## config.mk

```make
export PLATFORM = sky130hd
export DESIGN_NAME = tsc_front
export DESIGN_NICKNAME = d
export VERILOG_FILES = /design/src/hw/rtl/tsc_pkg.sv /design/src/hw/rtl/tsc_front.sv
export SDC_FILE = /design/constraint.sdc
export NUM_CORES = 2
export LEC_CHECK = 0
export ABC_CLOCK_PERIOD_IN_PS = 87000
export BUFFER_PORTS_ARGS = -buffer_cell sky130_fd_sc_hd__buf_2
export CAP_MARGIN = 20
export CORE_MARGIN = 10
export CORE_UTILIZATION = 60
export CTS_CLUSTER_DIAMETER = 80
export DETAILED_ROUTE_END_ITERATION = 8
export PLACE_DENSITY_LB_ADDON = 0.05
export SETUP_SLACK_MARGIN = 0.15
export SLEW_MARGIN = 5
export SYNTH_ARGS = -nofsm -noshare
export SYNTH_HDL_FRONTEND = slang
export SYNTH_SLANG_ARGS = --single-unit
```

## constraint.sdc

```tcl
create_clock -name clk -period 87 [get_ports clk]
set_clock_uncertainty 0.05 [all_clocks]
set_input_delay 13.05 -clock clk [delete_from_list [all_inputs] [get_ports clk]]
set_output_delay 13.05 -clock clk [all_outputs]
set_load 0.1 [all_outputs]
```

## src/hw/rtl/tsc_pkg.sv

```systemverilog
// tsc_pkg: types and codes shared by the tile scissor clipper modules.
// No dependencies.
package tsc_pkg;

  localparam int unsigned CoordW = 32;

  typedef enum logic [1:0] {
    KIND_DRAW  = 2'd0,
    KIND_PUSH  = 2'd1,
    KIND_POP   = 2'd2,
    KIND_RESET = 2'd3
  } kind_t;

  typedef enum logic [2:0] {
    ST_EMIT      = 3'd0,
    ST_CULL      = 3'd1,
    ST_CLIP_DONE = 3'd2,
    ST_UNDERFLOW = 3'd3,
    ST_OVERFLOW  = 3'd4
  } status_t;

  typedef struct packed {
    logic signed [31:0] l;
    logic signed [31:0] t;
    logic signed [31:0] r;
    logic signed [31:0] b;
  } box_t;

  // A draw item classified by the front: clipped destination, raw source,
  // which edges moved and their shifts.
  typedef struct packed {
    logic               cull;
    box_t               dst;
    box_t               src;
    logic [3:0]         clip;   // l, r, t, b order in bits 0..3
    logic signed [32:0] sh_l;
    logic signed [32:0] sh_r;
    logic signed [32:0] sh_t;
    logic signed [32:0] sh_b;
    logic [32:0]        dw;
    logic [32:0]        dh;
    logic [15:0]        texture;
    logic [23:0]        tint;
    logic [31:0]        flags;
  } job_t;

  typedef enum logic [1:0] {
    BK_IDLE = 2'd0,
    BK_MUL  = 2'd1,
    BK_DIV  = 2'd2,
    BK_DONE = 2'd3
  } bk_state_t;

  typedef struct packed {
    logic [2:0]         status;
    logic signed [31:0] x;
    logic signed [31:0] y;
    logic [30:0]        w;
    logic [30:0]        h;
    logic signed [31:0] sx;
    logic signed [31:0] sy;
    logic signed [31:0] sw;
    logic signed [31:0] sh;
    logic [15:0]        texture;
    logic [23:0]        tint;
    logic [31:0]        flags;
  } result_t;

endpackage

```

## src/hw/rtl/tsc_front.sv

```systemverilog
// tsc_front: accepts items, runs the clip box stack and classifies draws.
// Depends on tsc_pkg.
module tsc_front #(
  parameter int unsigned CLIP_STACK_DEPTH = 16
) (
  input  logic                 clk,
  input  logic                 rst_n,
  input  logic                 in_valid,
  output logic                 in_ready,
  input  logic [1:0]           kind,
  input  tsc_pkg::box_t        rect,
  input  tsc_pkg::box_t        src,
  input  logic [15:0]          texture,
  input  logic [23:0]          tint,
  input  logic [31:0]          flags,
  output logic                 q_valid,
  input  logic                 q_ready,
  output logic                 q_is_draw,
  output logic [2:0]           q_status,
  output tsc_pkg::job_t        q_job
);
  localparam int unsigned AW = (CLIP_STACK_DEPTH > 1) ? $clog2(CLIP_STACK_DEPTH) : 1;
  localparam int unsigned LW = $clog2(CLIP_STACK_DEPTH + 1);

  tsc_pkg::box_t box_r, box_nxt;
  tsc_pkg::box_t mem [CLIP_STACK_DEPTH];
  tsc_pkg::box_t rd_r;
  logic [LW-1:0] lvl_r, lvl_nxt;
  // pop waits for the registered memory read in rd_r
  logic          pop_pend_r;
  logic          ov_valid_r;
  logic          ov_draw_r;
  logic [2:0]    ov_status_r;
  tsc_pkg::job_t ov_job_r;
  logic          acc;
  logic          full, empty;
  logic [LW-1:0] lvl_m1;
  tsc_pkg::box_t pb;
  tsc_pkg::job_t jb;
  logic signed [32:0] dl, dt, dr, db;
  logic [2:0]    st;

  assign in_ready = !ov_valid_r && !pop_pend_r;
  assign acc = in_valid && in_ready;
  assign full = (lvl_r == LW'(CLIP_STACK_DEPTH));
  assign empty = (lvl_r == '0);
  assign lvl_m1 = lvl_r - LW'(1);

  always_comb begin
    pb.l = (rect.l > box_r.l) ? rect.l : box_r.l;
    pb.t = (rect.t > box_r.t) ? rect.t : box_r.t;
    pb.r = (rect.r < box_r.r) ? rect.r : box_r.r;
    pb.b = (rect.b < box_r.b) ? rect.b : box_r.b;
    if (pb.r < pb.l) pb.r = pb.l;
    if (pb.b < pb.t) pb.b = pb.t;
  end

  always_comb begin
    dl = 33'(rect.l); dt = 33'(rect.t); dr = 33'(rect.r); db = 33'(rect.b);
    jb = '0;
    jb.src = src;
    jb.texture = texture; jb.tint = tint; jb.flags = flags;
    jb.dw = 33'(dr - dl);
    jb.dh = 33'(db - dt);
    jb.clip[0] = rect.l < box_r.l;
    jb.clip[1] = rect.r > box_r.r;
    jb.clip[2] = rect.t < box_r.t;
    jb.clip[3] = rect.b > box_r.b;
    jb.sh_l = 33'(box_r.l) - dl;
    jb.sh_r = 33'(box_r.r) - dr;
    jb.sh_t = 33'(box_r.t) - dt;
    jb.sh_b = 33'(box_r.b) - db;
    jb.dst.l = jb.clip[0] ? box_r.l : rect.l;
    jb.dst.r = jb.clip[1] ? box_r.r : rect.r;
    jb.dst.t = jb.clip[2] ? box_r.t : rect.t;
    jb.dst.b = jb.clip[3] ? box_r.b : rect.b;
    jb.cull = (rect.l >= rect.r) || (rect.t >= rect.b) ||
              !(jb.dst.l < jb.dst.r && jb.dst.t < jb.dst.b);
  end

  always_comb begin
    box_nxt = box_r;
    lvl_nxt = lvl_r;
    st = tsc_pkg::ST_CLIP_DONE;
    if (pop_pend_r) begin
      box_nxt = rd_r;
    end else if (acc) begin
      case (tsc_pkg::kind_t'(kind))
        tsc_pkg::KIND_PUSH: begin
          if (full) st = tsc_pkg::ST_OVERFLOW;
          else begin
            box_nxt = pb;
            lvl_nxt = lvl_r + LW'(1);
          end
        end
        tsc_pkg::KIND_POP: begin
          if (empty) st = tsc_pkg::ST_UNDERFLOW;
          else lvl_nxt = lvl_m1;
        end
        tsc_pkg::KIND_RESET: begin
          box_nxt = rect;
          lvl_nxt = '0;
        end
        default: st = tsc_pkg::ST_EMIT;
      endcase
    end
  end

  always_ff @(posedge clk) begin
    if (acc && tsc_pkg::kind_t'(kind) == tsc_pkg::KIND_PUSH && !full)
      mem[lvl_r[AW-1:0]] <= box_r;
    rd_r <= mem[lvl_m1[AW-1:0]];
  end

  always_ff @(posedge clk) begin
    if (!rst_n) begin
      box_r <= '{l: 32'sh8000_0000, t: 32'sh8000_0000,
                 r: 32'sh7fff_ffff, b: 32'sh7fff_ffff};
      lvl_r <= '0;
      pop_pend_r <= 1'b0;
      ov_valid_r <= 1'b0;
    end else begin
      box_r <= box_nxt;
      lvl_r <= lvl_nxt;
      pop_pend_r <= acc && tsc_pkg::kind_t'(kind) == tsc_pkg::KIND_POP && !empty;
      if (acc) ov_valid_r <= 1'b1;
      else if (q_ready) ov_valid_r <= 1'b0;
    end
  end

  always_ff @(posedge clk) begin
    if (acc) begin
      ov_draw_r <= (tsc_pkg::kind_t'(kind) == tsc_pkg::KIND_DRAW);
      ov_status_r <= st;
      ov_job_r <= jb;
    end
  end

  assign q_valid = ov_valid_r;
  assign q_is_draw = ov_draw_r;
  assign q_status = ov_status_r;
  assign q_job = ov_job_r;

  a_lvl_range: assert property (@(posedge clk) disable iff (!rst_n)
    lvl_r <= LW'(CLIP_STACK_DEPTH)) else $error("stack level out of range");
  a_no_acc_pend: assert property (@(posedge clk) disable iff (!rst_n)
    pop_pend_r |-> !acc) else $error("accept during pop read");
  a_pop_once: assert property (@(posedge clk) disable iff (!rst_n)
    pop_pend_r |=> !pop_pend_r) else $error("pop pending twice");
endmodule

```

Yosys cells after proc, flatten, opt, wreduce, memory -nomap -nowiden

Memories as Yosys holds them, arrays and structs flattened. A register that Yosys moved wholly into a read port is not among the register bits.
Cells that the tools add are included.

Bits in latches: 0
Register bits: 670
Bits in writable memories: 2048
Output and inout bits: 537
Bits in read-only memories: 0
Memories: 1
Input bits: 334

Memories:

| name | depth | bits a word | rd ports | clocked after memory_dff | wr ports | RTL line        | text |
|---|---|---|---|---|---|---|---|
| mem  | 16    | 128         | 1        | 1                        | 1        | tsc_front.sv:26 | `tsc_pkg::box_t mem [CLIP_STACK_DEPTH];` |

Multiplexer cells: 24
Order comparisons: 14
Bitwise logic cells: 1
Add/subtract/negate cells: 8
Multipliers: 0
Equal/unequal tests: 7
Divide/modulo/power cells: 0
Shift operators: 0
Reductions and logical operators: 22

Operator list:

| kind                  | count |
|---|---|
| $mux W128             | 3 |
| $mux W32              | 10 |
| $lt A32 B32 Y1        | 8 |
| $pmux W128 S2         | 1 |
| $sub A32 B32 Y33      | 6 |
| $gt A32 B32 Y1        | 4 |
| $ge A32 B32 Y1        | 2 |
| $pmux W5 S3           | 1 |
| $mux W5               | 2 |
| $pmux W3 S3           | 1 |
| $logic_and A1 B1 Y1   | 7 |
| $reduce_bool A3 Y1    | 2 |
| $add A5 B1 Y5 const B | 1 |
| $eq A5 B5 Y1 const B  | 1 |
| $logic_not A1 Y1      | 5 |
| $logic_not A5 Y1      | 1 |
| $mux W1               | 5 |
| $reduce_and A5 Y1     | 1 |
| $sub A5 B1 Y5 const B | 1 |
| $eq A2 B2 Y1 const B  | 2 |
| $ne A2 B2 Y1 const B  | 2 |
| $reduce_bool A2 Y1    | 2 |
| $mux W3               | 1 |
| $ne A3 B3 Y1 const B  | 1 |
| 5 further kinds       | 6 |

Logic depth before layout (Yosys ltp)

Depth in word-level cells: 8
Gate-level depth with buffers: 28
Depth with buffers taken out: 25

Worst setup path after synthesis

No wires, ideal clock.

Kind: in2reg
Start point: in in_valid
End point: mem mem[3][0] (netlist name), enable pin
Cell stages on the path: 7
Arrival time: 38.038 ns
Slack: 48.141 ns
Cell sequence: and2_1 clkbuf_1 nor3b_1 clkbuf_1 clkbuf_1 nand2_1 nor3_1

Longest elaborated chain between the ends: 5

Ends and longest elaborated chain:

| element                          | RTL line         | text |
|---|---|---|
| start: declaration               | tsc_front.sv:8   | `input logic in_valid,` |
| $logic_and A1 B1 Y1              | tsc_front.sv:44  | `assign acc = in_valid && in_ready;` |
| named net acc                    | tsc_front.sv:35  | `logic acc;` |
| $logic_and A1 B1 Y1 (2 in a row) | tsc_front.sv:110 | `if (acc && tsc_pkg::kind_t'(kind) == tsc_pkg::KIND_PUSH && !full)` |
| $mux W1                          | tsc_front.sv:110 |  |
| $mux W1 (not written as such)    | tsc_front.sv:111 | `mem[lvl_r[AW-1:0]] <= box_r;` |
| end: declaration                 | tsc_front.sv:26  |  |

The timed path passes the listed nets, and every way through them passes these cells.

==> metrics.txt <==
most frequent cells in the layout edfxtp_1, buf_2, mux4_2; Design Power 3.57 mW; commonest non-fill, non-tap cell in the layout edfxtp_1; I/O Buffers 870; setup ws final 67.66 ns; Routability Congestion 0.994; logic gate share of total power 0.191; clk root buf clkbuf_16; worst slew pin tran 1.13 ns; final-report hold violation count 0; Reg2Reg Setup Slack 79.15 ns; mapped cell area 119,000 um^2; switching portion of total power 0.298; FF-to-FF path depth 26; Final Util 0.691; Pwr Density 26.1 nW/um^2; post-route ant nets 0; post-DP HPWL 235,000 um; maxcap violations 0; Syn Area/Cell 17.3 um^2; worst slack at placement 66.56 ns; maximum vdd ir drop 0.0201 mV; Async S/R FF share, synth 0; FF-to-FF Start box_r[64]$_SDFFE_PN0P_; insertion delay to the later sink of the worst-skew pair 0.93 ns; Seq/Total Area, Yosys 0.695; DIE WIDTH 466 um; syn nets 7,547; Worst R2R End q_job[530]$_DFFE_PP_; Die Area 217,000 um^2; Hold Buf Count CTS 0; f_max 0.0517 GHz; CTS Buffer Depth 4; routed wire length 360,000 um; die height 466 um; routed via count 70.5k; number of global-route vias before repair 69.4k; PostCTS Resize Cnt 0; Routed WL per cell 33.4 um; Clk network pwr share 0.349; pin count of the biggest net entering global routing 103; DRC viols 0; Yosys cell types 84; number of enable flip-flop cells after synthesis 2,583; H-tree Lvls 5; P_int 2.51 mW; initial DRC count 8,594; core area 197,000 um^2; CTS tree built; Setup TNS 0 ns; I/O pins 871; share of cells above drive strength 1 0.266; min-delay src rd_r[99]$_DFF_P_; WP data required 87.57 ns; Synth Instances 6,881; part of the power in registers 0.459; total CTS buffers 303; Leak Pwr 48.6 nW; grt ovf 0; Max Transition Viols Final 0; Nets 8,549; first-pass GRT wire length 512,000 um; hold worst-path end box_r[99]$_SDFFE_PN0P_; Slew headroom 0.243; initial antenna violation count 43; fin crit share 0.222; min Tclk post-route 19.35 ns; std cell rows 163; Post-synth top flop edfxtp_1; First-pass DRT Iterations 7; Worst EP arrival 19.92 ns; yosys warns 0; vias per std cell 6.55; final setup fails 0; area delta synth->final 14.6%; RSZ-0062 raised after global routing false; Post-CTS Setup Inserts 0; P_sw 1.06 mW; status finished clean; Worst setup EP type flop; Worst Hold Class flop to flop; CP Class primary input to flop; critical path fanouts, max 33; Startpoint Class primary input; Worst-path clk slew 0.06 ns; worst hold stages 1; Starting Density 0.603; Yosys reg bits 2,846; clk sinks 2,846; gr usage total 0.327
-- critical path, stage by stage --
cell and delay [ns]:
buf_2 0.09, inv_1 0.12, ha_1 0.68, nand3_1 0.12
or3_1 0.45, nor4_2 0.51, a21oi_1 0.26, a21oi_4 0.33
buf_4 0.56, and2_2 0.70, buf_16 0.26, nand2_1 0.07
o21ai_0 0.18, ha_1 0.32, a21o_1 0.18, a21oi_1 0.16
nor2b_1 0.06, o21ai_0 0.14, nand2b_1 0.07, a21oi_1 0.14
nor2b_1 0.11, o41ai_1 0.36, o211ai_1 0.42, or4_1 0.53
-- synthesized netlist by cell type, types with 39 or more instances --
| cell | instances | area (um^2) |
|---|---|---|
| xor2_1 | 49 | 429 |
| a21o_1 | 107 | 803 |
| dfxtp_1 | 263 | 5270 |
| clkbuf_1 | 244 | 916 |
| nand3_1 | 88 | 440 |
| xnor2_1 | 108 | 946 |
| nor3_1 | 65 | 325 |
| ha_1 | 326 | 4080 |
| o21ai_0 | 221 | 1110 |
| mux4_2 | 640 | 14400 |
| or3_1 | 45 | 282 |
| nor2_1 | 279 | 1050 |
| a21boi_0 | 39 | 293 |
| nand4_1 | 47 | 294 |
| nand2_1 | 365 | 1370 |
| nor2b_1 | 47 | 294 |
| mux2i_1 | 140 | 1400 |
| o211ai_1 | 41 | 308 |
| o21a_1 | 61 | 458 |
| edfxtp_1 | 2583 | 77600 |
| inv_1 | 307 | 1150 |
| a21oi_1 | 237 | 1190 |
-- flip-flops by register name (all words and copies together) (netlist names) --
register	count
q_job	531
q_valid	1
q_is_draw	1
q_status	3
box_r	128
rd_r	128
mem	2048
lvl_r	5
pop_pend_r	1
-- worst max-delay path by stage --
stage | cells after the start | end | from
finish | 24 | q_job[530]$_DFFE_PP_ | rect[127]
floorplan | 7 | mem[3][0]$_DFFE_PP_ | in_valid
global placement | 23 | q_job[530]$_DFFE_PP_ | rect[127]
global route | 24 | q_job[530]$_DFFE_PP_ | rect[127]
CTS | 23 | q_job[530]$_DFFE_PP_ | rect[127]
detailed placement | 23 | q_job[530]$_DFFE_PP_ | rect[127]
-- area by class of cell --
| cell class | count | area, um^2 |
|---|---|---|
| Clock buffer | 404 | 8290 |
| Fill cell | 13000 | 61000 |
| Inverter | 307 | 1150 |
| Tap cell | 2640 | 3300 |
| Clock inverter | 124 | 1200 |
| Multi-Input combinational cell | 3421 | 34100 |
| Timing Repair Buffer | 1004 | 5480 |
| Antenna cell | 18 | 45.0 |
| Sequential cell | 2846 | 82800 |
-- kinds of logic (layout without fill, tap and decap cells) --
kind of cell             Yosys count  after routing  synth area share
buffers and inverters            614           1839            0.0202
XOR/XNOR                         157            157            0.0115
AND/OR/NAND/NOR                 1084           1084            0.0432
multiplexers                     812            812             0.136
flip-flops                      2846           2846             0.695
AO/OA/AOI/OAI                   1036           1036            0.0585
other                              0             18                 0
adder cells (fa/ha/maj)          332            332            0.0353
-- routing by layer --
| metal | track usage | vias to the layer above | wire length [um] |
|---|---|---|---|
| li1 | - | 29500 | - |
| met2 | 0.533 | 3953 | 176000 |
| met3 | 0.0573 | 748 | 32300 |
| met4 | 0.129 | 26 | 16600 |
| met1 | 0.443 | 36200 | 135000 |
| met5 | 0 | - | 170 |
-- per-stage QoR --
stage	cells	hold WS (ns)	cell area, um^2
2_1_floorplan	6881	0.366	119000
3_3_place_gp	10200	0.386	127000
3_5_place_dp	10200	0.380	127000
4_1_cts	10700	0.374	136000
5_1_grt	10800	0.388	136000
6_report	10800	0.393	136000
-- power groups by stage --
stage               clock (mW)  sequential, mW  combinational, mW
floorplan                    0            1.83              0.311
global placement             0            1.66              0.671
detailed placement           0            1.67              0.674
CTS                       1.26            1.64              0.678
global route              1.31            1.64              0.715
finish                    1.25            1.64              0.682
No activity file was read; power rests on OpenSTA's default activity.
